[src/rtl/pbd_pkg.sv]
// ----------------------------------------------------------------------------
// pbd_pkg
// Shared widths, types and codes for the point-box distance pipeline.
// ----------------------------------------------------------------------------
package pbd_pkg;

    localparam int DIFF_W  = 18;
    localparam int SQ_W    = 2 * DIFF_W;
    localparam int ROOT_W  = DIFF_W;
    localparam int REM_W   = ROOT_W + 2;
    localparam int DIST_W  = 17;
    localparam int REG_W   = 4;
    localparam int N_CELLS = ROOT_W;

    localparam logic [DIFF_W-1:0] DIFF_CLAMP = DIFF_W'(131072);
    localparam logic [DIST_W-1:0] DIST_MAX   = {DIST_W{1'b1}};

    localparam logic [1:0] BAND_LOW  = 2'd0;
    localparam logic [1:0] BAND_MID  = 2'd1;
    localparam logic [1:0] BAND_HIGH = 2'd2;

    localparam logic [REG_W-1:0] REGION_INSIDE = REG_W'(4);
    localparam logic [REG_W-1:0] REGION_LAST   = REG_W'(8);

    typedef struct packed {
        logic [REG_W-1:0]  region;
        logic [DIFF_W-1:0] gx;
        logic [DIFF_W-1:0] gy;
        logic [DIFF_W-1:0] fx;
        logic [DIFF_W-1:0] fy;
    } front_data_t;

    typedef struct packed {
        logic [SQ_W-1:0]   rad;
        logic [REM_W-1:0]  rem;
        logic [ROOT_W-1:0] root;
    } lane_t;

    typedef struct packed {
        lane_t            near_lane;
        lane_t            far_lane;
        logic [REG_W-1:0] region;
    } cell_data_t;

endpackage

[src/rtl/pbd_square.sv]
// ----------------------------------------------------------------------------
// pbd_square
// Squares the axis spans, then sums them into the two root radicands.
// ----------------------------------------------------------------------------
module pbd_square (
    input  logic                     clk,
    input  logic                     rst_n,
    input  logic                     in_valid,
    output logic                     in_ready,
    input  pbd_pkg::front_data_t     in_data,
    output logic                     out_valid,
    input  logic                     out_ready,
    output pbd_pkg::cell_data_t      out_data
);
    import pbd_pkg::*;

    logic               prod_valid_reg;
    logic               prod_ready;
    logic [SQ_W-1:0]    gx2_reg;
    logic [SQ_W-1:0]    gy2_reg;
    logic [SQ_W-1:0]    fx2_reg;
    logic [SQ_W-1:0]    fy2_reg;
    logic [REG_W-1:0]   prod_region_reg;
    logic               sum_valid_reg;
    cell_data_t         sum_reg;
    cell_data_t         sum_next;

    assign prod_ready = !sum_valid_reg || out_ready;
    assign in_ready   = !prod_valid_reg || prod_ready;

    always_comb
    begin
        sum_next.near_lane.rad  = gx2_reg + gy2_reg;
        sum_next.near_lane.rem  = '0;
        sum_next.near_lane.root = '0;
        sum_next.far_lane.rad   = fx2_reg + fy2_reg;
        sum_next.far_lane.rem   = '0;
        sum_next.far_lane.root  = '0;
        sum_next.region         = prod_region_reg;
    end

    always_ff @(posedge clk or negedge rst_n)
    begin
        if (!rst_n)
        begin
            prod_valid_reg <= 1'b0;
            sum_valid_reg  <= 1'b0;
        end
        else
        begin
            if (in_ready)
            begin
                prod_valid_reg <= in_valid;
            end
            if (prod_ready)
            begin
                sum_valid_reg <= prod_valid_reg;
            end
        end
    end

    always_ff @(posedge clk)
    begin
        if (in_ready && in_valid)
        begin
            gx2_reg         <= in_data.gx * in_data.gx;
            gy2_reg         <= in_data.gy * in_data.gy;
            fx2_reg         <= in_data.fx * in_data.fx;
            fy2_reg         <= in_data.fy * in_data.fy;
            prod_region_reg <= in_data.region;
        end
        if (prod_ready && prod_valid_reg)
        begin
            sum_reg <= sum_next;
        end
    end

    assign out_valid = sum_valid_reg;
    assign out_data  = sum_reg;

endmodule

[config.mk]
export PLATFORM = sky130hd
export DESIGN_NAME = pbd_square
export DESIGN_NICKNAME = d
export VERILOG_FILES = /design/src/rtl/pbd_pkg.sv /design/src/rtl/pbd_square.sv
export SDC_FILE = /design/constraint.sdc
export NUM_CORES = 2
export LEC_CHECK = 0
export BUFFER_PORTS_ARGS = -buffer_cell sky130_fd_sc_hd__buf_4
export CELL_PAD_IN_SITES_DETAIL_PLACEMENT = 1
export CELL_PAD_IN_SITES_GLOBAL_PLACEMENT = 1
export CORE_MARGIN = 5
export CORE_UTILIZATION = 46
export DETAILED_ROUTE_END_ITERATION = 8
export PLACE_DENSITY = 0.79
export SLEW_MARGIN = 10
export SYNTH_ARGS = -nofsm -noshare
export SYNTH_HDL_FRONTEND = slang
export SYNTH_SLANG_ARGS = --single-unit
[constraint.sdc]
create_clock -name clk -period 7.3 [get_ports clk]
set_clock_uncertainty 0.2 [all_clocks]
set_input_delay 1.095 -clock clk [delete_from_list [all_inputs] [get_ports clk]]
set_output_delay 1.095 -clock clk [all_outputs]
set_load 0.1 [all_outputs]
# Yosys cells after proc, flatten, opt, wreduce, memory -nomap -nowiden
# Index checks and enable logic that the tools add are counted.
# classes
reduce_logical	6
n_addsub	2
n_mul	4
# ops
op	n
multiplier 18 x 18 -> 36 bit	4
adder 36 bit	2
logical AND 1 bit	2
zero test 1 bit	2
logical OR 1 bit	2
# totals
inputBits	80
elab_cells	22
reg_bits	226
output_inout_bits	154

# Logic depth before layout (Yosys ltp)
# depth
ltp_word	4
ltp_mapped	26
ltp_nobuf	25

# Worst setup path before layout
# No wires, ideal clock.
# synth_timing
kind	input -> register
from	input port in_data[4] (netlist name)
to	register fy2_reg[31] (data pin)
required_time_ns	6.838
n_path_buf	1
setup_slack_ns	0.036
arrival_ns	6.802
stages	24
cell_sequence	clkbuf_1 nand2_1 fa_1 inv_1 fa_1 inv_1 fa_1 fa_1 inv_1 fa_1 inv_1 fa_1 inv_1 ha_1 and3_1 nor2b_1 a311o_1 a21oi_2 a21oi_2 o211ai_2 a31oi_2 a31oi_2 o21ai_1 xor2_1
# synth_via
elab_chain_cells	1
# synth_lines
item	line_no	text
start: declaration	pbd_square.sv:10	input pbd_pkg::front_data_t in_data,
multiplier 18 x 18 -> 36 bit	pbd_square.sv:69	fy2_reg <= in_data.fy * in_data.fy;
end signal: assignment	pbd_square.sv:69	
end: declaration	pbd_square.sv:22	logic [SQ_W-1:0] fy2_reg;
# No other way between the ends.
# A chain may end at the register's enable or synchronous reset.

# Final worst setup path
# layout_timing
from	input port in_data[59] (netlist name)
to	register gx2_reg[34] (data pin)
# layout_via
elab_chain_cells	1
# layout_lines
item	line_no	text
multiplier 18 x 18 -> 36 bit	pbd_square.sv:66	gx2_reg <= in_data.gx * in_data.gx;
end signal: assignment	pbd_square.sv:66	
end: declaration	pbd_square.sv:19	logic [SQ_W-1:0] gx2_reg;
# No other way between the ends.

==> metrics <==
FMAX=~140 MHz; #FFs+latches synth=222; WP data required=~7.4 ns; first-pass GRT wire length=about 190000 µm; port buffer count=between 150 and 200; Netlist cell types=77; Initial DRT Pass Iterations=5; gp weighted congestion=~0.85; die height=between 300 and 400 µm; max reg flops=76; hold buffers post-CTS=0; Clock Root Buffer=clkbuf_16; Slew Limit Fails=0; Synth Flop Type=edfxtp_1; count of final hold-check violations=0; synthesized area=approximately 0.046 mm²; met1 WL=approximately 43000 µm; I/O pins=around 230; initial drt markers=about 1200; Routed WL=around 110000 µm; die area=0.107 mm²; ANT cells=0; antenna viol nets, final=0; crit end category=register; Clock transition at path regs=~0.070 ns; Avg Synthesized Cell Area=between 9 and 10 µm²; CTS Buf Count=21; core area=around 0.10 mm²; total congestion overflow=0; Post-synth ARST share=less than 1%; status=finished, final reports clean; max-cap violation count=0; register area share after synthesis=14.4%; crit path launch type=input port; most common cell after layout, fill and taps aside=inv_1; crit path max fanout=4; vias in the first global route=38100; NumNets Final=between 6000 and 7000; Sink Count=roughly 220; H-tree Lvls=1; met2 routed WL=around 64000 µm; CP Class=in -> reg; clk_lat worst skew=~0.52 ns; Cell Rows=approximately 120; average wire per standard cell=between 15 and 20 µm; crit path time final=slightly below 7 ns; Starting Density=a little under half; dpl hpwl=around 99000 µm; CTS tree=built; Die Width=between 300 and 400 µm; share of post-route cells with drive strength above 1=7.22%; synth top area cells=fa_1, edfxtp_1, ha_1; vias after detailed routing=approximately 32000; clock buffer depth=3; Post-synth EDFFs=220; Tightest Pin Transition=between 0.9 and 1 ns; uppermost layer routed=met4; hold crit path type=in -> async; largest net degree at the start of global routing=75; YS warnings=0; GRT Total Usage=around 22%; # DRC=0; endpoints failing setup=0; Mapped Cells=between 4000 and 5000; met3 WL=3730 µm; top cell type's share of synthesized area=between 30 and 40%; CP arrival=between 7 and 8 ns; vias per std cell=approximately 5; area delta synth->final=8.36%; Worst slew margin=~34%; RSZ-0062 raised after global routing=no; hold_ws=between 0.15 and 0.2 ns; Yosys top cell by area=fa_1; fin crit share=between 90% and 100%; antenna violations before repair=1; commonest cells after routing, fill and taps aside=inv_1, fa_1, ha_1
## through the flow
step                std cells  TNS (ns)  util [%]  instance area (µm²)  setup WS (ns)
CTS                      6267         0      50.1                50000          0.302
detailed placement       6230     -1.56      49.4                49300         -0.264
global route             6267         0      50.1                50000         0.0565
finish                   6267         0      50.1                50000          0.348
global placement         6230    -0.354      49.4                49300         -0.121
floorplan                4819         0         -                46400         0.0365
## layer usage
metal	up-vias	GRT usage (%)
li1	14700	-
met1	16700	24.9
met2	545	43.9
met3	190	2.21
met4	0	5.27
met5	-	0
## synth_stat cells (all sizes together) (4+ instances only)
library cell and n:
o211a 4, o311ai 6, a2111oi 4, and4 5
inv 1308, or3 5, a21o 102, a31oi 26
nand4 25, a211oi 14, nor3 29, o31ai 4
mux2 4, ha 516, fa 872, mux2i 7
a21boi 7, o211ai 11, buf 76, or2 12
o21a 29, nand2 422, o31a 6, and3 18
xor2 74, edfxtp 220, nand3b 4, nor2b 40
a21oi 135, o21ai 65, nand2b 22, nand3 21
clkbuf 102, and2 251, xnor2 132, o21bai 18
nor2 105
## cell families after synthesis
logic type	after synthesis	share of synthesized area, %
and+or+nand+nor	965	10.1
adders and majority gates	1388	51.8
xor gates and xnor gates	206	3.91
DFF	222	14.4
buffers and inverters	1487	12.7
muxes	11	0.249
other	1	0.00812
AOI/OAI and AO/OA	464	6.75
## layout make-up
type	count	area [µm²]
Sequential cell	222	6660
Multi-Input combinational cell	3110	33900
Clock buffer	23	543
Timing Repair Buffer	291	2200
Inverter	1309	4910
Fill cell	11400	49800
Tap cell	1298	1620
Clock inverter	14	154
## what timing repair did
action / 4_1_cts / 5_1_grt
endpoints found under the setup margin: 0 / 2
resized for setup: 0 / 2
setup buffers: 0 / 0
## critical path: stages
cell,delay (ns)
buf_4,0.10
and2_1,0.14
inv_1,0.07
fa_1,0.54
inv_1,0.06
fa_1,0.53
inv_1,0.06
fa_1,0.48
fa_1,0.54
inv_1,0.05
fa_1,0.47
inv_1,0.05
fa_1,0.48
inv_1,0.04
ha_1,0.33
a21oi_1,0.16
o21ai_1,0.14
a311oi_2,0.38
a21oi_2,0.13
a41o_1,0.26
a21oi_1,0.20
o21bai_1,0.11
a41oi_1,0.30
a31oi_1,0.14
xor2_1,0.16
## worst paths after layout
| path | from | to | slack (ns) | depth (start not counted) |
|---|---|---|---|---|
| min in group clk | prod_region_reg[2] | out_data[2] | 0.22 | 0 |
| setup / recovery | in_data[59] | gx2_reg[34] | 0.35 | 25 |
| hold reg to reg | prod_region_reg[2] | out_data[2] | 0.22 | 0 |
| setup reg to reg | fy2_reg[3] | out_data[76] | 3.70 | 11 |
| hold / removal | rst_n | prod_valid_reg | 0.15 | 1 |
| max in group asynchronous | rst_n | out_valid | 6.66 | 1 |
Power is left out: the tool's default activity adds up to more than one toggle a clock period on the data nets, which glitch-free logic cannot reach.
