**config.mk**
```make
export PLATFORM = sky130hd
export DESIGN_NAME = pbd_root_cell
export DESIGN_NICKNAME = d
export VERILOG_FILES = /design/src/rtl/pbd_pkg.sv /design/src/rtl/pbd_root_cell.sv
export SDC_FILE = /design/constraint.sdc
export NUM_CORES = 1
export LEC_CHECK = 0
export BUFFER_PORTS_ARGS = -buffer_cell sky130_fd_sc_hd__buf_2
export CORE_MARGIN = 4
export CORE_UTILIZATION = 40
export DETAILED_ROUTE_END_ITERATION = 8
export GPL_TIMING_DRIVEN = 0
export PLACE_DENSITY = 0.68
export SYNTH_ARGS = -nofsm -noshare
export SYNTH_HDL_FRONTEND = slang
export SYNTH_SLANG_ARGS = --single-unit
```
**constraint.sdc**
```tcl
create_clock -name clk -period 5.6 [get_ports clk]
set_input_delay 0.56 -clock clk [delete_from_list [all_inputs] [get_ports clk]]
set_output_delay 0.56 -clock clk [all_outputs]
set_load 0.005 [all_outputs]
```
**src/rtl/pbd_pkg.sv**
```systemverilog
// ----------------------------------------------------------------------------
// pbd_pkg
// Shared widths, types and codes for the point-box distance pipeline.
// ----------------------------------------------------------------------------
package pbd_pkg;

    localparam int DIFF_W  = 18;
    localparam int SQ_W    = 2 * DIFF_W;
    localparam int ROOT_W  = DIFF_W;
    localparam int REM_W   = ROOT_W + 2;
    localparam int DIST_W  = 17;
    localparam int REG_W   = 4;
    localparam int N_CELLS = ROOT_W;

    localparam logic [DIFF_W-1:0] DIFF_CLAMP = DIFF_W'(131072);
    localparam logic [DIST_W-1:0] DIST_MAX   = {DIST_W{1'b1}};

    localparam logic [1:0] BAND_LOW  = 2'd0;
    localparam logic [1:0] BAND_MID  = 2'd1;
    localparam logic [1:0] BAND_HIGH = 2'd2;

    localparam logic [REG_W-1:0] REGION_INSIDE = REG_W'(4);
    localparam logic [REG_W-1:0] REGION_LAST   = REG_W'(8);

    typedef struct packed {
        logic [REG_W-1:0]  region;
        logic [DIFF_W-1:0] gx;
        logic [DIFF_W-1:0] gy;
        logic [DIFF_W-1:0] fx;
        logic [DIFF_W-1:0] fy;
    } front_data_t;

    typedef struct packed {
        logic [SQ_W-1:0]   rad;
        logic [REM_W-1:0]  rem;
        logic [ROOT_W-1:0] root;
    } lane_t;

    typedef struct packed {
        lane_t            near_lane;
        lane_t            far_lane;
        logic [REG_W-1:0] region;
    } cell_data_t;

endpackage

```
**src/rtl/pbd_root_cell.sv**
```systemverilog
// ----------------------------------------------------------------------------
// pbd_root_cell
// One digit step of the integer square root for both lanes.
// ----------------------------------------------------------------------------
module pbd_root_cell (
    input  logic                     clk,
    input  logic                     rst_n,
    input  logic                     in_valid,
    output logic                     in_ready,
    input  pbd_pkg::cell_data_t      in_data,
    output logic                     out_valid,
    input  logic                     out_ready,
    output pbd_pkg::cell_data_t      out_data
);
    import pbd_pkg::*;

    logic        valid_reg;
    cell_data_t  data_reg;
    cell_data_t  data_next;

    function automatic lane_t root_step(input lane_t l);
        lane_t              r;
        logic [REM_W+1:0]   work;
        logic [REM_W+1:0]   trial;
        work  = {l.rem, l.rad[SQ_W-1 -: 2]};
        trial = (REM_W+2)'({l.root, 2'b01});
        r.rad = {l.rad[SQ_W-3:0], 2'b00};
        if (work >= trial)
        begin
            r.rem  = REM_W'(work - trial);
            r.root = {l.root[ROOT_W-2:0], 1'b1};
        end
        else
        begin
            r.rem  = work[REM_W-1:0];
            r.root = {l.root[ROOT_W-2:0], 1'b0};
        end
        return r;
    endfunction

    always_comb
    begin
        data_next.near_lane = root_step(in_data.near_lane);
        data_next.far_lane  = root_step(in_data.far_lane);
        data_next.region    = in_data.region;
    end

    assign in_ready  = !valid_reg || out_ready;
    assign out_valid = valid_reg;
    assign out_data  = data_reg;

    always_ff @(posedge clk or negedge rst_n)
    begin
        if (!rst_n)
        begin
            valid_reg <= 1'b0;
        end
        else if (in_ready)
        begin
            valid_reg <= in_valid;
        end
    end

    always_ff @(posedge clk)
    begin
        if (in_ready && in_valid)
        begin
            data_reg <= data_next;
        end
    end

endmodule

```
# Yosys cells after proc, flatten, opt, wreduce, memory -nomap -nowiden
# Index checks and enable logic that the tools add are counted.
[classes] n_addsub=2 magnitude_cmp=2 muxes=2 reduce_logical=3
[ops] cell="$mux 38" count=2
[ops] cell="$ge 22x20->1" count=2
[ops] cell="$sub 20x20->20" count=2
[ops] cell="$logic_and 1x1->1" count=1
[ops] cell="$logic_not 1->1" count=1
[ops] cell="$logic_or 1x1->1" count=1
[word_totals] reg_bits=149 input_bits=156 output_inout_bits=154 word_cells=17

# Logic depth before layout (Yosys ltp)
# Gate-level depths: netlist (run 1).
[depth] word_depth=3 ltp_mapped=11 mapped_depth_nobuf=9

# Worst setup path after synthesis (run 1)
# Ideal clock, no wire load.
[synth_path] kind="input port to flip-flop" start="input out_ready" end="register data_reg (netlist bit out_data[0]), enable pin" setup_ps=526 t_arrival_ps=4121 required_ps=5074 slack_ps=954 path_stages=2 n_path_buf=0 path_cell_list="nand2b_1 and2_1"
[synth_via] elab_chain_len=2
[synth_rtl] item="start, declared" line="pbd_root_cell.sv:12" source="input logic out_ready,"
[synth_rtl] item="$logic_or 1x1->1" line="pbd_root_cell.sv:48" source="assign in_ready = !valid_reg || out_ready;"
[synth_rtl] item="$logic_and 1x1->1" line="pbd_root_cell.sv:66" source="if (in_ready && in_valid)"
[synth_rtl] item="end signal, assigned" line="pbd_root_cell.sv:68" source="data_reg <= data_next;"
[synth_rtl] item="end, declared" line="pbd_root_cell.sv:18" source="cell_data_t data_reg;"
# Every way passes these cells.
# A chain may end at the register's enable or synchronous reset.

==> flow_summary.yaml, run 1 <==
status:
  status: "complete, no violations"
setup_path:
  r2r_slack_ns: 3.52
  critPathLaunchType: "input pin"
  r2r_start: "out_valid"
  crit_buf_inv: 4
  cp_slowest_cell: "a211oi_2"
  critical_path.top_delay_family: "compound AO/OA/AOI/OAI gates"
  critical_path_class: "input pin to register"
  r2r_cells: 4
  critical_path.max_stage_delay_ns: 0.40
  critPathArrivalTime_ns: 2.97
  cp-end-kind: "register"
  path_max_fanout: 10
  endpoint: "out_data[41]"
  cp-startpoint: "in_data[11]"
  required_ns: 5.76
  critical_path.cell_chain: "buf_2 -> inv_1 -> ha_1 -> buf_2 -> and2_1 -> a311o_1 -> a211oi_2 -> nand3b_1 -> a21boi_2 -> buf_6 -> mux2_2"
  reg2reg_to: "out_data[67]"
  critPathMostFrequentCell: "buf_2"
  worst-path-stages: 11
clocking:
  cts_tree: "built"
  ctsRootBufferMaster: "clkbuf_16"
  cts.repair.resized: 0
  clock_latency_ns: 0.42
  cts_setup_buffers: 0
  cts_hold_buf: 1
  cts_num_sinks: 149
  cts_buffers: 17
  clk_path_buf_depth: 2
  h-tree-depth: 4
  clk_pin_slew_ns: 0.07
timing:
  holdWs_ns: 0.312
  worstMarginPinSlew_ns: 0.978
  drv_slew: 0
  fmax_ghz: 0.355
  rsz0062_at_grt: "false"
  finClkSkew_ns: 0.0101
  setup_violations: 0
  relSlewSlack: 0.331
  post-route-min-period_ns: 2.82
  final.period_utilization: 0.503
  hold_viol: 0
power:
  p_leak_nw: 4.32
  max-vdd-ir-drop_uv: 209
  power_density_mw_per_mm2: 305
placement:
  place_congestion: 0.871
  io_buffers: 305
  dp_cells: 1086
  dpl.hpwl_um: 15400
synth:
  synth.ff_latch_count: 149
  netlist_area_mm2: 0.00733
  synthTopCellsByArea: "edfxtp_1, ha_1, mux2_4"
  synth_top_area_frac: 0.606
  synth_top_area_cell: "edfxtp_1"
  seq_area_frac_synth: 0.610
  synth_warnings: 0
  synthCells: 547
  synth_flop_cell: "edfxtp_1"
  synth.distinct_cells: 57
  synth_area_per_cell_um2: 13.4
  synth_edf_count: 148
  synth-async-reset-ratio: 0.00671
die:
  die_area_mm2: 0.0206
  chipHeight_um: 143
  num_io_pins: 310
  die_width_um: 143
  floorplan.initialDensity: 0.408
  design.core.area_mm2: 0.0180
  fp-row-count: 49
grt:
  antenna_found_initial: 7
  grt_max_degree: 54
  grt_overflow_total: 0
  grt_pass1_wl_um: 28600
  grt_pass1_vias: 5439
  grt.total_usage: 0.180
finish:
  nFillCells: 1579
  layout_common_cells: "buf_2, edfxtp_1, inv_1"
  final_util: 0.547
  drive_gt1_frac: 0.443
  areaGrowthSynthToFinish_pct: 33.9
  final_common_cell: "buf_2"
  fin_nets: 1073
  instances_no_fill: 1123
drt:
  drc: 0
  viasPerCell: 4.89
  dr_total_vias: 5495
  wire_per_inst_um: 17.3
  routed_wl_um: 19400
  ant_nets: 0
  drt_iter0_markers: 223
  drt_first_pass_iters: 4
run:
  maxCapViolCount: 0
min_path:
  hp-class: "input pin to register"
## flip-flops by register name, indices dropped and copies added, names as in the netlist
| signal | count |
|---|---|
| out_data | 148 |
| out_valid | 1 |
## worst register-to-register path: cells and delay by family, from the launching register on
| family | cells | cell delay [ns] |
|---|---|---|
| and+or+nand+nor | 2 | 0.72 |
| buffers and inverters | 2 | 0.64 |
| DFF | 1 | 0.38 |
## Yosys cell counts, types with 2 or more instances
cell       count
nand4_1        5
clkbuf_1       9
nor2_1        22
a2111o_1       2
mux2_4        15
mux2_2        17
a31oi_1        6
nor3_1         7
xor2_1         9
a21oi_4        2
and4_1         3
o221a_2        2
or3_1          2
nand2b_1       9
buf_6          4
nand3b_1       2
nor2b_1        7
and2_1         3
inv_1         51
o21ai_0       21
o31ai_1        2
ha_1          40
o21bai_1       5
a21o_1         6
a211oi_1       5
nand2_1       29
mux2i_1        5
xnor2_1       19
a2111oi_0      3
edfxtp_1     148
nand3_1       11
and3_1         4
o211ai_1       2
a21oi_1       35
buf_4          4
o21a_1        10
## power breakdown
| part | switching [mW] | internal (mW) |
|---|---|---|
| logic | 0.271 | 0.260 |
| clock network | 0.517 | 0.599 |
| registers | 0.0170 | 1.33 |
## layout make-up
cell class	count	area, µm²	area share
diodes	4	10.0	0.00102
clock buffers	17	425	0.0433
inverters	51	191	0.0195
clock inverters	15	160	0.0163
plain buffers	18	114	0.0116
multi-input cells	332	2570	0.262
repair buffers	308	1590	0.162
flip-flops and latches	149	4470	0.455
well taps	229	287	0.0292
## routing by layer
metal  share of wire  track usage
met5          0.0028            0
met4           0.031       0.0773
met3           0.088       0.0596
met2            0.49        0.305
met1            0.39        0.209
## metrics by stage
| stage | instance area, µm² | setup TNS [ns] | worst slack (ns) | total power [mW] |
|---|---|---|---|---|
| after floorplan | 7340 | 0 | 0.954 | 1.70 |
| after global placement | 9160 | -78.49 | -0.542 | 1.90 |
| after detailed placement | 9210 | 0 | 2.37 | 1.90 |
| after CTS | 9810 | 0 | 2.81 | 3.03 |
| after global routing | 9810 | 0 | 2.69 | 3.14 |
| final | 9820 | 0 | 2.78 | 3.00 |
## kinds of logic (layout without fill, tap and decap cells)
family                     after synthesis  after routing  share of synthesized area
muxes                                   37             37                     0.0637
AOI/OAI and AO/OA                      115            115                      0.108
buffers and inverters                   69            409                     0.0416
other                                    1              8                   0.000512
DFF                                    149            149                      0.610
adders and majority gates               40             40                     0.0683
xor gates and xnor gates                28             28                     0.0335
and+or+nand+nor                        108            108                     0.0748
## how the worst min path moves through the flow
stage / startpoint / to / slack [ns] / cells past startpoint
after floorplan: rst_n / out_valid / 0.26 / 0
after global placement: rst_n / out_valid / 0.34 / 1
after detailed placement: rst_n / out_valid / 0.34 / 1
after CTS: in_data[131] / out_data[133] / 0.29 / 1
after global routing: in_data[119] / out_data[121] / 0.29 / 1
final: in_data[56] / out_data[58] / 0.31 / 1
Power figures use the tool's default switching activity.
==> inputs of run 2 (changes only) <==
- ABC_AREA: unset -> 1
- PLACE_DENSITY: 0.68 -> 0.67
- clock period: 5.6 -> 2.6 ns (I/O delays scaled with it)
==> flow_summary.yaml, run 2 <==
min_path:
  hp-start: "in_data[136]"
  hold_depth: 1
  hp-class: "input pin to register"
  min_to: "out_data[138]"
clocking:
  clk_pin_slew_ns: 0.07
  clk_path_buf_depth: 2
  cts_num_sinks: 149
  ctsRootBufferMaster: "clkbuf_16"
  cts_tree: "built"
  clock_latency_ns: 0.42
  h-tree-depth: 4
  cts.repair.resized: 0
  cts_buffers: 17
setup_path:
  cp-end-kind: "register"
  required_ns: 2.76
  critical_path.max_stage_delay_ns: 0.34
  critPathMostFrequentCell: "nand2_1"
  reg2reg_to: "out_data[17]"
  path_max_fanout: 10
  r2r_start: "out_valid"
  r2r_slack_ns: 0.85
  critPathArrivalTime_ns: 2.01
  critical_path.cell_chain: "buf_2 -> inv_1 -> ha_1 -> nand2_1 -> nor2_1 -> nand2_1 -> nand3_1 -> nand2_1 -> nand2_1 -> nand2_1 -> nand2_2 -> inv_2 -> buf_6 -> nand2_1 -> nand2_1"
  cp_slowest_cell: "ha_1"
  r2r_cells: 3
  critical_path_class: "input pin to register"
  critPathLaunchType: "input pin"
timing:
  worstMarginPinSlew_ns: 0.572
  setup_violations: 0
  fmax_ghz: 0.541
  relSlewSlack: 0.618
  finClkSkew_ns: 0.00764
  hold_viol: 0
  rsz0062_at_grt: "false"
  final.period_utilization: 0.711
  post-route-min-period_ns: 1.85
  drv_slew: 0
finish:
  final_util: 0.569
  layout_common_cells: "buf_2, nand2_1, edfxtp_1"
  nFillCells: 1665
  instances_no_fill: 1435
  final_common_cell: "buf_2"
  drive_gt1_frac: 0.302
  largest_reg_flops: 148
  multi_input_area_mm2: 0.00263
  regArea_mm2: 0.00447
  fin_nets: 1383
  areaGrowthSynthToFinish_pct: 39.7
drt:
  drt_first_pass_iters: 5
  drt_iter0_markers: 450
  dr_total_vias: 6605
  wire_per_inst_um: 14.9
  drc: 0
  routed_wl_um: 21400
  viasPerCell: 4.60
  ant_nets: 0
power:
  switching_share: 0.268
  p_leak_nw: 5.33
  fin_total_pwr_mw: 6.73
  p_int_mw: 4.93
  power_density_mw_per_mm2: 631
  max-vdd-ir-drop_uv: 437
  switchingPower_mw: 1.81
  p_seq_frac: 0.430
  clkPwrFrac: 0.392
  power_frac_comb: 0.178
synth:
  synth_edf_count: 148
  synth_top_area_cell: "edfxtp_1"
  synth-async-reset-ratio: 0.00671
  synth_top_area_frac: 0.582
  synth.most_common_cell: "nand2_1"
  synthTopCellsByArea: "edfxtp_1, nand2_1, ha_1"
  synth_area_per_cell_um2: 9.43
  synth_flop_cell: "edfxtp_1"
  synth_warnings: 0
  synthTopCellsByCount: "nand2_1, edfxtp_1, inv_1"
  synth.distinct_cells: 25
  synth.ff_latch_count: 149
  seq_area_frac_synth: 0.585
  netlist_area_mm2: 0.00764
  synthCells: 810
die:
  design.core.area_mm2: 0.0188
  chipHeight_um: 146
  die_area_mm2: 0.0214
  fp-row-count: 50
  num_io_pins: 310
  die_width_um: 146
  floorplan.initialDensity: 0.407
placement:
  dp_cells: 1357
  dpl.hpwl_um: 16800
  io_buffers: 305
  place_congestion: 0.909
grt:
  antenna_found_initial: 2
  grt_max_degree: 32
  grt.total_usage: 0.201
  grt_pass1_vias: 6654
  grt_pass1_wl_um: 34500
  grt_overflow_total: 0
status:
  status: "complete, no violations"
run:
  maxCapViolCount: 0
==> run 2: changes by cell type in the layout (fill, tap and decap cells not counted), sizes merged, moves of 10 or more <==
cell	previous run	this run
xnor2	19	4
o21ai	22	6
nand3	11	52
mux2	32	0
o21a	10	0
nor2	22	48
nand2	29	297
dlygate4sd3	1	45
inv	60	139
==> run 2: final cells by class <==
| class | count | share of cell area |
|---|---|---|
| clock buffers | 17 | 0.0399 |
| inverters | 130 | 0.0457 |
| clock inverters | 15 | 0.0192 |
| flip-flops and latches | 149 | 0.419 |
| diodes | 1 | 0.000234 |
| well taps | 234 | 0.0274 |
| multi-input cells | 524 | 0.246 |
| plain buffers | 10 | 0.00727 |
| repair buffers | 355 | 0.195 |
==> run 2: how the worst max path moves through the flow <==
stage	start	end	cells past startpoint
floorplan	out_valid	out_data[0]	1
global placement	out_ready	out_data[40]	3
detailed placement	in_data[84]	out_data[104]	15
CTS	in_data[80]	out_data[104]	15
global route	in_data[85]	out_data[104]	15
finish	in_data[80]	out_data[106]	15
==> run 2: metrics by stage <==
stage | cell area (µm²) | setup slack, ns | hold slack [ns] | TNS, ns
6_report | 10700 | 0.752 | 0.0141 | 0
5_1_grt | 10700 | 0.589 | 0.000205 | 0
4_1_cts | 10700 | 0.798 | 0.00158 | 0
3_5_place_dp | 9590 | 0.366 | 0.0374 | 0
3_3_place_gp | 9480 | -1.76 | 0.0358 | -259.27
2_1_floorplan | 7660 | -0.709 | -0.0356 | -104.92
==> run 2: logic make-up after synthesis <==
group / after synthesis / share of synthesized area
AOI/OAI and AO/OA: 45 / 0.0313
xor gates and xnor gates: 18 / 0.0206
adders and majority gates: 40 / 0.0655
buffers and inverters: 140 / 0.0740
DFF: 149 / 0.585
other: 1 / 0.000491
and+or+nand+nor: 417 / 0.223
==> run 2: what timing repair did <==
item	CTS	global route
endpoints found under the setup margin	0	0
setup buffers	0	0
hold endpoints to repair	45	0
hold buffers	45	0
==> run 2: critical path: cells and delay by family <==
family	cells	cell delay, ns
simple gates	10	0.99
buf+inv	4	0.43
fa+ha+maj	1	0.34
==> run 2: power by group through the flow <==
stage / clock (mW) / sequential, mW / combinational (mW)
floorplan: 0 / 2.99 / 0.617
global placement: 0 / 2.96 / 1.10
detailed placement: 0 / 2.95 / 1.14
CTS: 2.70 / 2.90 / 1.20
global route: 2.82 / 2.91 / 1.35
finish: 2.64 / 2.90 / 1.20
==> run 2: metal layers <==
layer	vias to the layer above	routed length, µm	GRT usage
li1	3383	-	-
met1	2960	9090	0.249
met2	235	10400	0.344
met3	25	1550	0.0525
met4	2	363	0.0640
met5	-	12	0
==> inputs of run 3 (changes only) <==
- PLACE_DENSITY: 0.67 -> 0.7
- clock period: 2.6 -> 1.6 ns (I/O delays scaled with it)
==> flow_summary.yaml, run 3 (synthesis results as in run 2) <==
finish:
  largest_reg_flops: 148
  drive_gt1_frac: 0.353
  final_util: 0.639
  areaGrowthSynthToFinish_pct: 56.9
  final_common_cell: "buf_2"
  final_area_mm2: 0.0120
  fin_nets: 1465
  layout_common_cells: "buf_2, nand2_1, edfxtp_1"
placement:
  postPlaceCellArea_mm2: 0.00999
  dpl.hpwl_um: 17000
  io_buffers: 305
  place_congestion: 0.888
setup_path:
  cp-end-kind: "register"
  critPathArrivalTime_ns: 1.73
  critical_path.max_stage_delay_ns: 0.29
  path_max_fanout: 10
  critPathMostFrequentCell: "nand2_2"
  required_ns: 1.78
  critical_path_class: "input pin to register"
  critical_path.cell_chain: "buf_2 -> inv_1 -> ha_4 -> nand2_2 -> nor2_2 -> nand2_1 -> nand3_2 -> nand2_2 -> nand2_2 -> nand2_2 -> nand2_4 -> inv_8 -> buf_6 -> nand2_1 -> nand2_2"
  critPathLaunchType: "input pin"
  cp_slowest_cell: "ha_4"
min_path:
  hp-class: "input pin to register"
grt:
  grt_overflow_total: 0
  grt.total_usage: 0.215
  grt_max_degree: 31
  grt_pass1_wl_um: 36800
  antenna_found_initial: 3
  grt_pass1_vias: 6989
power:
  power_density_mw_per_mm2: 922
  p_leak_nw: 5.70
  max-vdd-ir-drop_uv: 738
  fin_total_pwr_mw: 11.0
clocking:
  h-tree-depth: 4
  clk_pin_slew_ns: 0.07
  clk_path_buf_depth: 2
  cts_buffers: 17
  clock_latency_ns: 0.43
  ctsRootBufferMaster: "clkbuf_16"
  cts_num_sinks: 149
  cts_tree: "built"
timing:
  drv_slew: 0
  hold_viol: 0
  final.period_utilization: 0.969
  holdWs_ns: 0.0210
  post-route-min-period_ns: 1.55
  finClkSkew_ns: 0.00608
  setup_violations: 0
  fmax_ghz: 0.645
drt:
  viasPerCell: 4.70
  drt_first_pass_iters: 5
  routed_wl_um: 24000
  dr_total_vias: 7139
  drc: 0
  wire_per_inst_um: 15.8
  drt_iter0_markers: 404
  ant_nets: 0
status:
  status: "complete, no violations"
die:
  num_io_pins: 310
  die_width_um: 146
  die_area_mm2: 0.0214
  design.core.area_mm2: 0.0188
  fp-row-count: 50
  floorplan.initialDensity: 0.407
  chipHeight_um: 146
run:
  maxCapViolCount: 0
==> run 3: cell count changes in the layout (fill, tap and decap cells not counted), sizes merged <==
cell         before  now
clkinv            1    5
clkbuf           17   20
dlygate4sd3      45  108
bufinv            3    0
diode             1    2
buf             320  337
inv             139  137
==> run 3: path summary, 6_finish.rpt <==
kind	cells after the start	start	endpoint	slack, ns
worst min-delay path	3	in_data[39]	out_data[41]	0.02
max in group asynchronous	2	rst_n	out_valid	1.46
worst max register to register	3	out_valid	out_data[69]	0.17
worst max-delay path	15	in_data[81]	out_data[106]	0.05
worst min register to register	2	out_valid	out_valid	0.62
min in group asynchronous	2	rst_n	out_valid	0.05
==> run 3: worst max-delay path: cells and delay by family <==
kind	cells	cell delay [ns]
AND/OR/NAND/NOR	10	0.91
buffers and inverters	4	0.36
adder cells (fa/ha/maj)	1	0.29
==> run 3: what timing repair did <==
| item | 4_1_cts | 5_1_grt |
|---|---|---|
| cloned | 0 | 2 |
| pin swaps | 1 | 16 |
| buffers inserted | 2 | 15 |
| endpoints found under the hold margin | 108 | 0 |
| gates resized for setup | 1 | 44 |
| hold buffers | 108 | 0 |
| setup endpoints to repair | 135 | 38 |
==> run 3: where the power goes <==
part / total (mW) / switching, mW / internal [mW]
Combinational: 2.40 / 1.28 / 1.13
Clock: 3.94 / 1.87 / 2.07
Sequential: 4.71 / 0.0642 / 4.64
Total: 11.0 / 3.21 / 7.84
==> run 3: area by class of cell <==
type	instances	area, µm²
fill	1495	6780
sequential	149	4470
multi-input combinational	524	3140
timing repair buffer	437	2910
inverter	130	503
clock buffer	18	429
tap	234	293
clock inverter	14	140
buffer	10	101
antenna	2	5.00
==> run 3: routing by layer <==
layer  routed length [µm]  track usage  vias up
met1                10100        0.273     3286
met3                 1860       0.0602       33
met5                    9            0        -
li1                     -            -     3545
met4                  549       0.0724        2
met2                11500        0.356      273
==> run 3: stage by stage <==
stage,worst slack (ns),setup TNS [ns],cells
2_1_floorplan,-1.71,-252.96,813
3_3_place_gp,-2.65,-405.06,1352
3_5_place_dp,-0.484,-31.91,1357
4_1_cts,0.00598,0,1499
5_1_grt,-0.0284,-0.217,1518
6_report,0.0489,0,1518
