### src/rtl/pbd_pkg.sv
// ----------------------------------------------------------------------------
// pbd_pkg
// Shared widths, types and codes for the point-box distance pipeline.
// ----------------------------------------------------------------------------
package pbd_pkg;

    localparam int DIFF_W  = 18;
    localparam int SQ_W    = 2 * DIFF_W;
    localparam int ROOT_W  = DIFF_W;
    localparam int REM_W   = ROOT_W + 2;
    localparam int DIST_W  = 17;
    localparam int REG_W   = 4;
    localparam int N_CELLS = ROOT_W;

    localparam logic [DIFF_W-1:0] DIFF_CLAMP = DIFF_W'(131072);
    localparam logic [DIST_W-1:0] DIST_MAX   = {DIST_W{1'b1}};

    localparam logic [1:0] BAND_LOW  = 2'd0;
    localparam logic [1:0] BAND_MID  = 2'd1;
    localparam logic [1:0] BAND_HIGH = 2'd2;

    localparam logic [REG_W-1:0] REGION_INSIDE = REG_W'(4);
    localparam logic [REG_W-1:0] REGION_LAST   = REG_W'(8);

    typedef struct packed {
        logic [REG_W-1:0]  region;
        logic [DIFF_W-1:0] gx;
        logic [DIFF_W-1:0] gy;
        logic [DIFF_W-1:0] fx;
        logic [DIFF_W-1:0] fy;
    } front_data_t;

    typedef struct packed {
        logic [SQ_W-1:0]   rad;
        logic [REM_W-1:0]  rem;
        logic [ROOT_W-1:0] root;
    } lane_t;

    typedef struct packed {
        lane_t            near_lane;
        lane_t            far_lane;
        logic [REG_W-1:0] region;
    } cell_data_t;

endpackage

### src/rtl/pbd_front.sv
// ----------------------------------------------------------------------------
// pbd_front
// Region classification, clamped axis gaps and far-corner axis spans.
// ----------------------------------------------------------------------------
module pbd_front #(
    parameter int COORD_WIDTH = 16
) (
    input  logic                     clk,
    input  logic                     rst_n,
    input  logic                     in_valid,
    output logic                     in_ready,
    input  logic [COORD_WIDTH-1:0]   box_left,
    input  logic [COORD_WIDTH-1:0]   box_bottom,
    input  logic [COORD_WIDTH-1:0]   box_right,
    input  logic [COORD_WIDTH-1:0]   box_top,
    input  logic [COORD_WIDTH-1:0]   point_x,
    input  logic [COORD_WIDTH-1:0]   point_y,
    output logic                     out_valid,
    input  logic                     out_ready,
    output pbd_pkg::front_data_t     out_data
);
    import pbd_pkg::*;

    localparam int DW    = COORD_WIDTH + 2;
    localparam int EXT_W = (DW > DIFF_W) ? DW : DIFF_W;

    logic                 valid_reg;
    front_data_t          data_reg;
    front_data_t          data_next;
    logic [1:0]           col;
    logic [1:0]           row;
    logic [DIFF_W-1:0]    ax;
    logic [DIFF_W-1:0]    bx;
    logic [DIFF_W-1:0]    ay;
    logic [DIFF_W-1:0]    by;

    function automatic logic [DIFF_W-1:0] mag_clamp(
        input logic [COORD_WIDTH-1:0] a,
        input logic [COORD_WIDTH-1:0] b
    );
        logic signed [DW-1:0] d;
        logic [DW-1:0]        m;
        logic [EXT_W-1:0]     e;
        d = DW'(signed'(a)) - DW'(signed'(b));
        m = d[DW-1] ? DW'(-d) : DW'(d);
        e = EXT_W'(m);
        return (e > EXT_W'(DIFF_CLAMP)) ? DIFF_CLAMP : e[DIFF_W-1:0];
    endfunction

    always_comb
    begin
        ax = mag_clamp(point_x, box_left);
        bx = mag_clamp(point_x, box_right);
        ay = mag_clamp(point_y, box_bottom);
        by = mag_clamp(point_y, box_top);

        if (signed'(point_x) < signed'(box_left))
        begin
            col          = BAND_LOW;
            data_next.gx = ax;
        end
        else if (signed'(point_x) > signed'(box_right))
        begin
            col          = BAND_HIGH;
            data_next.gx = bx;
        end
        else
        begin
            col          = BAND_MID;
            data_next.gx = '0;
        end

        if (signed'(point_y) < signed'(box_bottom))
        begin
            row          = BAND_LOW;
            data_next.gy = ay;
        end
        else if (signed'(point_y) > signed'(box_top))
        begin
            row          = BAND_HIGH;
            data_next.gy = by;
        end
        else
        begin
            row          = BAND_MID;
            data_next.gy = '0;
        end

        data_next.fx     = (ax > bx) ? ax : bx;
        data_next.fy     = (ay > by) ? ay : by;
        data_next.region = REG_W'(row) * REG_W'(3) + REG_W'(col);
    end

    assign in_ready  = !valid_reg || out_ready;
    assign out_valid = valid_reg;
    assign out_data  = data_reg;

    always_ff @(posedge clk or negedge rst_n)
    begin
        if (!rst_n)
        begin
            valid_reg <= 1'b0;
        end
        else if (in_ready)
        begin
            valid_reg <= in_valid;
        end
    end

    always_ff @(posedge clk)
    begin
        if (in_ready && in_valid)
        begin
            data_reg <= data_next;
        end
    end

endmodule

### config.mk
export PLATFORM = sky130hd
export DESIGN_NAME = pbd_front
export DESIGN_NICKNAME = d
export VERILOG_FILES = /design/src/rtl/pbd_pkg.sv /design/src/rtl/pbd_front.sv
export SDC_FILE = /design/constraint.sdc
export NUM_CORES = 1
export LEC_CHECK = 0
export BUFFER_PORTS_ARGS = -buffer_cell sky130_fd_sc_hd__buf_2
export CORE_MARGIN = 2
export CORE_UTILIZATION = 45
export DETAILED_ROUTE_END_ITERATION = 12
export GPL_ROUTABILITY_DRIVEN = 0
export PLACE_DENSITY = 0.77
export SLEW_MARGIN = 10
export SYNTH_ARGS = -nofsm -noshare
export SYNTH_HDL_FRONTEND = slang
export SYNTH_SLANG_ARGS = --single-unit
### constraint.sdc
create_clock -name clk -period 3.41 [get_ports clk]
set_input_delay 0 -clock clk [delete_from_list [all_inputs] [get_ports clk]]
set_output_delay 0 -clock clk [all_outputs]
set_load 0.02 [all_outputs]
Word level (Yosys, flattened, before mapping)

Cells that the tools add are included.

$add $sub $neg: 9
$mul: 1
$lt $le $gt $ge: 10
Muxes and demuxes: 18
Reductions and logical operators: 3

Operators with widths:

| cell                 | number |
|---|---|
| $mux 18              | 14 |
| $gt 18x18->1 const B | 4 |
| $neg 17->18          | 4 |
| $sub 16x16->17       | 4 |
| $gt 18x18->1         | 2 |
| $gt 16x16->1         | 2 |
| $lt 16x16->1         | 2 |
| $mux 2               | 4 |
| $add 4x2->4          | 1 |
| $mul 2x2->4 const B  | 1 |
| $logic_and 1x1->1    | 1 |
| $logic_not 1->1      | 1 |
| $logic_or 1x1->1     | 1 |

Flip-flop bits (word level): 77
Input bits: 100
Word-level logic and storage cells: 47

Logic depth before layout (Yosys ltp)

Gate-level depths: netlist (run 1).

Word-level depth: 7
Mapped depth: 24
Depth with buffers taken out: 21

Worst setup path after synthesis (run 1)

OpenSTA, ideal clock, no wires.

Kind: input-to-reg
Start point: input point_x[0]
End point: register data_reg, in the netlist out_data[18], data pin
Library setup time: 0.279 ns
Arrival time: 4.247 ns
Data required time: 3.131 ns
Slack: -1.116 ns
Cell stages on the path: 21
Cells stage by stage: inv_1 -> ha_1 -> fa_1 -> nand2b_1 -> a21oi_1 -> o21a_1 -> a311oi_1 -> o21ai_1 -> nor2_1 -> xnor2_1 -> inv_1 -> ha_1 -> a21o_1 -> a21o_1 -> a2111oi_0 -> o31a_1 -> o211ai_1 -> o2111ai_1 -> a21o_1 -> clkbuf_1 -> mux2i_1

RTL lines:

| what                   | RTL line         | text |
|---|---|---|
| start: declaration     | pbd_front.sv:16  | `input logic [COORD_WIDTH-1:0] point_x,` |
| end signal: assignment | pbd_front.sv:114 | `data_reg <= data_next;` |
| end: declaration       | pbd_front.sv:28  | `front_data_t data_reg;` |

==> results of run 1 <==
## what timing repair did
action	in CTS	in global routing
gates resized for setup	91	127
hold buffers	4	0
cloned	2	1
buffers inserted	34	21
pin swaps	69	68
endpoints found under the hold margin	2	0
setup endpoints to repair	35	36
## layout make-up
type | instances | area, um2
Clock buffer | 10 | 229
Clock inverter | 6 | 87.6
Fill cell | 1111 | 4830
Inverter | 123 | 489
Multi-Input combinational cell | 843 | 7680
Sequential cell | 77 | 2310
Tap cell | 270 | 338
Timing Repair Buffer | 585 | 4140
## synthesized netlist by cell type, drive strengths merged (5+ instances only)
master   number
a211oi       15
nor3b         6
nand4        18
o21bai        5
a21o         28
ha          106
o211ai        9
buf          12
o21ai        52
nand3        28
xor2         42
nor4          5
a2111oi       7
nand2        52
nor2         58
fa            6
edfxtp       76
nor3         13
and3          7
inv         123
mux2i        32
and2         14
o21a         16
o311ai        6
nand2b       27
or3          13
a31oi         8
o41ai         5
clkbuf       19
a21oi        74
nor2b        13
o31ai        10
or2          11
or4           5
xnor2        58
o22ai        33
## worst min-delay path, stage by stage
cell and delay (ps):
buf_2 110, ha_4 180, o22ai_1 90
## registers in the layout (all words and copies together), names as in the netlist
signal     flops
out_data      76
out_valid      1
## through the flow
step	std cells	power, W	setup TNS, ps	setup WS (ps)	util
final	1914	0.00803	-35810	-1410	0.760
after global routing	1914	0.00826	-36150	-1370	0.760
after CTS	1892	0.00686	-12320	-507	0.717
after detailed placement	1838	0.00540	-26900	-870	0.661
after global placement	1838	0.00525	-23030	-706	0.661
after floorplan	1074	0.00371	-12370	-434	-
## path summary, 6_finish.rpt
kind	end	depth (start not counted)
min reg2reg	out_valid$_DFFE_PN0N_	3
max reg2reg	out_data[31]$_DFFE_PP_	2
min	out_data[36]$_DFFE_PP_	3
max in group asynchronous	out_valid$_DFFE_PN0N_	3
min in group asynchronous	out_valid$_DFFE_PN0N_	3
max	out_data[32]$_DFFE_PP_	20
## power groups by stage
stage / clock network (W) / logic, W / registers (W)
after floorplan: 0 / 0.00213 / 0.00159
after CTS: 0.00102 / 0.00447 / 0.00136
after detailed placement: 0 / 0.00402 / 0.00138
final: 0.00104 / 0.00563 / 0.00137
after global routing: 0.00107 / 0.00582 / 0.00138
after global placement: 0 / 0.00388 / 0.00138
## routing by layer
layer / GRT usage / wire length [um]
met4: 0.144 / 4110
met2: 0.524 / 20000
met1: 0.367 / 15400
met3: 0.0379 / 4930
met5: 0 / 13
## kinds of logic (layout without fill, tap and decap cells)
logic type,after synthesis,count (layout),synth area share
adders and majority gates,112,112,0.157
xor gates and xnor gates,100,100,0.0961
AOI/OAI and AO/OA,306,306,0.225
buffers and inverters,154,724,0.0669
DFF,77,77,0.251
and+or+nand+nor,283,283,0.166
muxes,34,34,0.0373
other,2,8,0.000817
==> impl_results.md, run 1 <==
- Status: finished, violations left
- Failing checks: negative setup slack
- CTS tree: done
- Crit share post-route: 1.41
- Share of the synthesized area in the top cell type: 0.248
- CP max-delay cell: nor3_1
- WL/cell: 23.2 um
- Largest net degree at the start of global routing: 77
- Via count: roughly 12,000
- DP Area: 13,300 um2
- Row count: 52
- Final clock skew: between 7 and 8 ps
- Initial Utilization: 0.457
- Final instance area: 15,300 um2
- Least-Margin Pin Slew: 1110 ps
- CP required: 3500 ps
- Max Clk Rate: just over 200 MHz
- Port buffer count: between 150 and 200
- Power per Cell Area: 526 nW/um2
- Final setup viols: 35
- Fin. Hold Viols: 0
- WHS: roughly 210 ps
- Max-cap violation count: 0
- Die width: 147 um
- DRT antenna net count: 0
- Total track usage: 0.300
- CP endpoint kind: flop
- Main synth FF type: edfxtp_1
- Diode count: 0
- Avg Cell Area, Syn: about 8.6 um2
- RSZ-0062 raised after global routing: true
- IO Count: 178
- Share of post-route cells with drive strength above 1: 0.504
- Worst-path cell chain: buf_2 -> inv_1 -> ha_1 -> nand3_1 -> o21bai_1 -> nand2_1 -> a311oi_4 -> nor3_1 -> o31ai_1 -> xnor2_1 -> ha_1 -> a21o_1 -> a21oi_1 -> o31a_1 -> o211ai_1 -> o2111ai_2 -> a21o_4 -> buf_6 -> buf_16 -> mux2i_2
- Synth unique cells: 85
- Worst-path clk slew: ~70 ps
- Antenna violations before repair: 2
- Worst setup path class: in -> reg
- Synth area leaders: edfxtp_1 25%, ha_1 14%, xnor2_1 5.4%, inv_1 5.0%, xor2_1 4.0%
- Layout net count: 1,851
- FF-to-FF setup slack: 1680 ps
- Area grow syn2layout: 66.2%
- Ys async rst share: 0.0130
- Fin crit period: 4820 ps
- Post-synth EDFFs: 76
- Clock buffer depth: 2
- Vias in the first global route: 10,700
- Fin worst setup slack: -1410 ps
- Reg power frac: 0.170
- Total gr overflow: 0
- Clk pwr share: 0.130
- Area leader, netlist: edfxtp_1
- Commonest cells after routing, fill and taps aside: 386 x buf_4, 173 x buf_2, 111 x inv_1
- Clock Sinks: 77
- Mapped Cells: approximately 1,100
- Sw Ratio: 0.432
- Post-synthesis sequential area ratio: 0.251
- CP Max Fanout: 5
- WP buf/inv: 4
- Max Slew Vio Count: 0
- Commonest non-fill, non-tap cell in the layout: buf_4
- Die area: 21,600 um2
- Mapped Area: about 9200 um2
- Core Box Area: 20,100 um2
- DRC: 0
- Crit Reg-Reg Startpoint: out_valid$_DFFE_PN0N_
- Inserted Clock Buffers: 9
- Peak supply drop: 0.000310 V
- First-pass GRT wire length: 52.4 mm
- CTS H-tree lvls: 3
- Seq cells post-synth: 77
- Critical path origin: box_right[2]
- Leakage: 7.19 nW
- Critical Path Start Type: input port
- First drt pass iteration count: 8
- CTS Root Buffer Type: clkbuf_16
- Via density: 6.30
- Comb pwr share: 0.700
- Arrival time worst endpoint: 4910 ps
- Worst-Skew Late Latency: 340 ps
- Hold Startpoint: box_bottom[0]
- Post-DP HPWL: 24.2 mm
- Ys Warns: 0
- Internal Power: about 0.0046 W
- Post-Route WL: around 44 mm
- Sw Pwr: 0.00347 W
- Hold WC Path Type: in -> reg
- Slew headroom: 0.253
- CP peak stage delay: 920 ps
- Crit path top cell by count: ha_1
- Initial DRC Count: about 1,300
- Height of the die: 147 um
- Delay-heaviest family, CP: compound AO/OA/AOI/OAI gates
Power figures use the tool's default switching activity.
==> run 2: changes to the inputs <==
Settings changed: PLACE_DENSITY 0.77 to 0.65, SLEW_MARGIN 10 to 5.
Clock period 3.41 ns to 5.65 ns, I/O delays scaled along.
==> run 2 against run 1 <==
  * The run now ends clean
  * Critical path depth increased by 2
  * Wire length decreased by 46%
  * Final area decreased by 30%
  * Largest power group unchanged
  * Largest cell class unchanged
==> impl_results.md, run 2 (synthesis gave the netlist of run 1 again) <==
- Status: finished clean
- Post-DP HPWL: 20.0 mm (-17%)
- Fin crit period: 4810 ps
- Arrival time worst endpoint: 4980 ps (+70 ps)
- CTS tree: done
- Max reg flops: 76 (unchanged)
- Final instance area: 10,700 um2 (-30%)
- Worst-Skew Late Latency: 340 ps (about the same)
- Met1 wire length: 13.0 mm (-16%)
- Met3 wire len: 1.28 mm (-74%)
- Diode count: 0 (unchanged)
- RSZ-0062 raised after global routing: false
- Initial DRC Count: 517 (-59%)
- DRC: 0 (unchanged)
- CTS H-tree lvls: 3 (unchanged)
- Core Box Area: 20,100 um2 (unchanged)
- Worst-path clk slew: 60 ps (about the same)
- Via count: 8,355 (-31%)
- Inserted Clock Buffers: 9 (unchanged)
- Largest net degree at the start of global routing: 77 (unchanged)
- Post-Route WL: 23.8 mm (-46%)
- Critical path origin: point_x[0]
- Die width: 147 um (unchanged)
- Port buffer count: 177 (unchanged)
- Critical Path Start Type: input port
- WP buf/inv: 3 (-1)
- Max-cap violation count: 0 (unchanged)
- Fin. Hold Viols: 0 (unchanged)
- Row count: 52 (unchanged)
- Via density: 5.50 (-13%)
- IO Count: 178 (unchanged)
- Fin Setup TNS: 0 ps (+35,810 ps)
- Hold Startpoint: box_bottom[0]
- Least-Margin Pin Slew: 958 ps (-153 ps)
- First drt pass iteration count: 5 (-3)
- Crit share post-route: 0.851
- Total gr overflow: 0 (unchanged)
- Crit path top cell by count: a21o_1
- Total track usage: 0.218 (-0.0821)
- Share of post-route cells with drive strength above 1: 0.192 (-0.312)
- Delay-heaviest family, CP: compound AO/OA/AOI/OAI gates
- Commonest cells after routing, fill and taps aside: 177 x buf_2, 123 x inv_1, 106 x ha_1
- Area grow syn2layout: 16.9%
- Clock buffer depth: 2 (unchanged)
- CP peak stage delay: 490 ps (-430 ps)
- Height of the die: 147 um (unchanged)
- Vias in the first global route: 7,517 (-30%)
- Clock Sinks: 77 (unchanged)
- CP required: 5820 ps (+2320 ps)
- Worst-path cell chain: buf_2 -> inv_1 -> ha_1 -> fa_1 -> nand2b_1 -> a21oi_1 -> o41a_1 -> a31o_2 -> a31o_2 -> a2bb2oi_1 -> nor2_1 -> xnor2_1 -> ha_1 -> a21o_1 -> a21o_1 -> a2111oi_0 -> o31a_1 -> o211ai_1 -> o2111ai_1 -> a21o_1 -> buf_12 -> mux2i_1
- First-pass GRT wire length: 38.1 mm (-27%)
- Final setup viols: 0 (-100%)
- Setup Fix Bufs, Post-CTS: 0 (-100%)
- CTS Root Buffer Type: clkbuf_16
- Post_cts resized: 0 (-100%)
- Max Slew Vio Count: 0 (unchanged)
- WL/cell: 15.7 um (-32%)
- Die area: 21,600 um2 (unchanged)
- Commonest non-fill, non-tap cell in the layout: buf_2
- Slew headroom: 0.361 (+0.108)
- Peak supply drop: 0.000144 V (-53%)
- DP Area: 10,400 um2 (-22%)
- Initial Utilization: 0.457 (unchanged)
- Worst setup path class: in -> reg
- Hold_buf cts: 4 (unchanged)
- CP endpoint kind: flop
- DR WL met2: 9.33 mm (-53%)
- CP Max Fanout: 12 (+7)
- Area occupied by multi-input gates: 6300 um2 (-18%)
- Final clock skew: 5.63 ps (-2.29 ps)
- DR top layer: met4
- Leakage: 4.98 nW (-31%)
- CP max-delay cell: a2111oi_0
- Antenna violations before repair: 0 (-2)
- Hold WC Path Type: in -> reg
- Crit Reg-Reg Startpoint: out_valid$_DFFE_PN0N_
- Layout fillers: 1,912 (+72%)
- Register area: 2310 um2 (unchanged)
- Layout net count: 1,457 (-21%)
- DRT antenna net count: 0 (unchanged)
- Power per Cell Area: 301 nW/um2 (-43%)
- Max Clk Rate: 208 MHz
-- run 2: worst paths after layout --
check / endpoint / slack, ps / depth (start not counted)
setup reg to reg: out_data[70]$_DFFE_PP_ / 3960 / 2
hold / removal: out_data[0]$_DFFE_PP_ / 280 / 3
max in group asynchronous: out_valid$_DFFE_PN0N_ / 5040 / 3
min in group asynchronous: out_valid$_DFFE_PN0N_ / 500 / 3
hold reg to reg: out_valid$_DFFE_PN0N_ / 1080 / 3
setup / recovery: out_data[25]$_DFFE_PP_ / 840 / 22
-- run 2: area by class of cell --
| cell class | count | area share |
|---|---|---|
| inverter | 123 | 0.0430 |
| timing repair buffer | 191 | 0.0944 |
| clock buffer | 9 | 0.0210 |
| multi-input combinational | 843 | 0.587 |
| sequential | 77 | 0.215 |
| clock inverter | 7 | 0.00839 |
| tap | 270 | 0.0315 |
-- run 2: where the power goes --
group	switching [W]	leakage [nW]	internal [W]
clock network	0.000222	0.154	0.000384
logic	0.00109	4.08	0.000716
registers	0.0000249	0.743	0.000794
-- run 2: worst reg2reg max path: stages (launching register included) --
cell	delay (ps)
dfrtp_1	370
nand2b_1	120
and2_4	770
-- run 2: through the flow --
step           utilization  hold WS, ps  worst slack, ps  cells  power [W]
3_3_place_gp         0.516         -225              704   1500    0.00259
4_1_cts              0.534          264              895   1520    0.00323
3_5_place_dp         0.516         -225              586   1500    0.00261
2_1_floorplan            -         -296             1120   1074    0.00214
5_1_grt              0.534          322              296   1520    0.00348
6_report             0.534          280              843   1520    0.00323
-- run 2: routing by layer --
metal	up-vias	GRT usage
met5	-	0
met4	0	0.0403
met3	17	0.0233
met2	253	0.303
met1	3818	0.359
li1	4267	-
==> run 3: changes to the inputs <==
Settings changed: CELL_PAD_IN_SITES_DETAIL_PLACEMENT set to 0, CELL_PAD_IN_SITES_GLOBAL_PLACEMENT set to 2, CORE_MARGIN 2 to unset, CORE_UTILIZATION 45 to 37, PLACE_DENSITY 0.65 to 0.86.
==> run 3 against run 2 <==
  * Maximum frequency decreased by 2.7%
  * Cell count rose by 3.6%
  * Critical path depth is 1 lower
  * Sequential share of layout area shrank 0.13 points
  * Sequential power is essentially flat
  * Final area up 0.61%
  * Worst setup slack lost 130 ps
  * Via count barely moved
  * Clock skew decreased by 0.74 ps
  * Critical path type unchanged
  * Largest cell class unchanged
  * Largest power group unchanged
==> impl_results.md, run 3 (synthesis gave the netlist of run 1 again) <==
- Status: finished clean
- Setup Fix Bufs, Post-CTS: 0 (unchanged)
- Diode count: 0 (unchanged)
- Worst setup path class: in -> reg
- WL/cell: 16.5 um (+5.4%)
- CTS Root Buffer Type: clkbuf_16
- CTS H-tree lvls: 3 (unchanged)
- Least-Margin Pin Slew: 1180 ps (+224 ps)
- Core Box Area: 24,300 um2 (+21%)
- Arrival time worst endpoint: 4960 ps (-20 ps)
- Critical Path Start Type: input port
- Commonest cells after routing, fill and taps aside: 177 x buf_2, 123 x inv_1, 106 x ha_1
- FF-to-FF setup slack: 3940 ps (-20 ps)
- Fin crit period: 4940 ps (+135 ps)
- Row count: 57 (+9.6%)
- Inserted Clock Buffers: 9 (unchanged)
- Layout fillers: 2,479 (+30%)
- Reg power frac: 0.254 (about the same)
- IO Count: 178 (unchanged)
- Vias in the first global route: 7,699 (+2.4%)
- Total gr overflow: 0 (unchanged)
- Final setup viols: 0 (unchanged)
- Clock Sinks: 77 (unchanged)
- Hold WC Path Type: in -> reg
- Largest net degree at the start of global routing: 77 (unchanged)
- Comb pwr share: 0.559 (about the same)
- Total track usage: 0.203 (-0.0149)
- Via density: 5.31 (-3.5%)
- WHS Path Cells: 3 (unchanged)
- Worst-Skew Late Latency: 320 ps (-20 ps)
- Die area: 25,500 um2 (+18%)
- Peak supply drop: 0.000187 V (+29%)
- Share of post-route cells with drive strength above 1: 0.193 (+0.000646)
- Leakage: 4.97 nW (about the same)
- Fin. Hold Viols: 0 (unchanged)
- CTS tree: done
- Final clock skew: 4.89 ps (-0.740 ps)
- Crit share post-route: 0.875 (+0.0238)
- Fin Setup TNS: 0 ps (unchanged)
- Commonest non-fill, non-tap cell in the layout: buf_2
- RSZ-0062 raised after global routing: false
- Crit Reg-Reg Startpoint: out_valid$_DFFE_PN0N_
- First drt pass iteration count: 5 (unchanged)
- Initial DRC Count: 482 (-6.8%)
- Power per Cell Area: 299 nW/um2 (-0.62%)
- Internal Power: 0.00189 W (-0.17%)
- Max reg flops: 76 (unchanged)
- Area grow syn2layout: 17.6%
- Max-cap violation count: 0 (unchanged)
- Hold Startpoint: box_left[0]
- First-pass GRT wire length: 41.2 mm (+8.2%)
- Slew headroom: 0.212 (-0.149)
- Initial Utilization: 0.378 (-0.0792)
- Via count: 8,356 (+0.012%)
- Clock buffer depth: 2 (unchanged)
- Die width: 160 um (+8.6%)
- Max Clk Rate: 202 MHz (-2.7%)
- Port buffer count: 177 (unchanged)
- Clk pwr share: 0.187 (about the same)
- Cells on worst reg2reg path: 2 (unchanged)
- Hold endpoint: out_data[18]$_DFFE_PP_
- CP Max Fanout: 17 (+5)
- Max Slew Vio Count: 0 (unchanged)
- Post-Route WL: 26.0 mm (+9.2%)
- CP required: 5670 ps (-150 ps)
- Layout net count: 1,458 (+0.069%)
- Reg2reg end: out_data[30]$_DFFE_PP_
- Height of the die: 160 um (+8.6%)
- DRT antenna net count: 0 (unchanged)
- Final instance area: 10,800 um2 (+0.61%)
- Antenna violations before repair: 0 (unchanged)
- CP endpoint kind: flop
- Sw Ratio: 0.415 (+0.000915)
- Post-DP HPWL: 21.9 mm (+9.8%)
- DRC: 0 (unchanged)
- Worst-path clk slew: 60 ps (about the same)
- DP Area: 10,400 um2 (+0.60%)
- Sw Pwr: 0.00134 W (+0.20%)
## run 3: cell types whose count changed in the layout (fill, tap and decap cells not counted)
| cell | delta |
|---|---|
| clkbuf_1 | +2 |
| buf_12 | -1 |
| clkinv_1 | -2 |
| clkinvlp_4 | +1 |
| buf_4 | +2 |
| clkinv_2 | -1 |
## run 3: power by group through the flow
| stage | registers (W) | logic (W) | clock network (W) |
|---|---|---|---|
| after CTS | 0.000823 | 0.00180 | 0.000618 |
| after global routing | 0.000830 | 0.00201 | 0.000638 |
| after floorplan | 0.000959 | 0.00118 | 0 |
| final | 0.000821 | 0.00181 | 0.000605 |
| after detailed placement | 0.000835 | 0.00179 | 0 |
| after global placement | 0.000832 | 0.00178 | 0 |
## run 3: stage by stage
| stage | hold slack, ps | total power, W | instances | utilization | setup slack, ps |
|---|---|---|---|---|---|
| after floorplan | -296 | 0.00214 | 1074 | - | 1120 |
| after global placement | -225 | 0.00261 | 1555 | 0.429 | 467 |
| after detailed placement | -221 | 0.00262 | 1555 | 0.429 | 396 |
| after CTS | 235 | 0.00324 | 1575 | 0.444 | 708 |
| after global routing | 254 | 0.00347 | 1575 | 0.444 | 279 |
| final | 256 | 0.00323 | 1575 | 0.444 | 708 |
## run 3: final cells by class
| type | count | area [um2] | area share |
|---|---|---|---|
| Tap cell | 324 | 405 | 0.0375 |
| Clock buffer | 11 | 233 | 0.0215 |
| Timing Repair Buffer | 192 | 1010 | 0.0934 |
| Sequential cell | 77 | 2310 | 0.214 |
| Inverter | 123 | 462 | 0.0427 |
| Clock inverter | 5 | 85.1 | 0.00788 |
| Multi-Input combinational cell | 843 | 6300 | 0.583 |
## run 3: critical path: stages
cell and delay (ps):
buf_2 80, inv_1 50, ha_1 210, fa_1 410, nand2b_1 220, a21oi_1 270
o221ai_1 190, o311a_1 210, nor3b_1 480, nand3_1 220, o21ai_0 260, xnor2_1 200
inv_1 70, ha_1 290, a21o_1 190, a21oi_1 130, nor2b_1 60, o211ai_1 160
nand3_1 110, o21ai_2 930, mux2i_1 230
## run 3: layer usage
layer,vias to the layer above,global-route usage,part of all wire
met5,-,0,0
met4,0,0.0455,0.011
met3,17,0.0169,0.037
met2,205,0.296,0.41
met1,3876,0.319,0.54
li1,4258,-,-
## run 3: how the worst max path moves through the flow
stage          depth (start not counted)                endpoint  slack [ps]        from
3_5_place_dp                          17  out_data[13]$_DFFE_PP_         400  point_y[0]
6_report                              21  out_data[13]$_DFFE_PP_         710  point_y[0]
5_1_grt                               18  out_data[16]$_DFFE_PP_         280  point_y[0]
4_1_cts                               17  out_data[16]$_DFFE_PP_         710  point_y[0]
3_3_place_gp                          19  out_data[15]$_DFFE_PP_         470  point_y[0]
2_1_floorplan                         21  out_data[18]$_DFFE_PP_        1120  point_x[0]
## run 3: timing repair
action                    4_1_cts  5_1_grt
hold endpoints to repair        2        0
hold buffers                    4        0
resized for setup               0        0
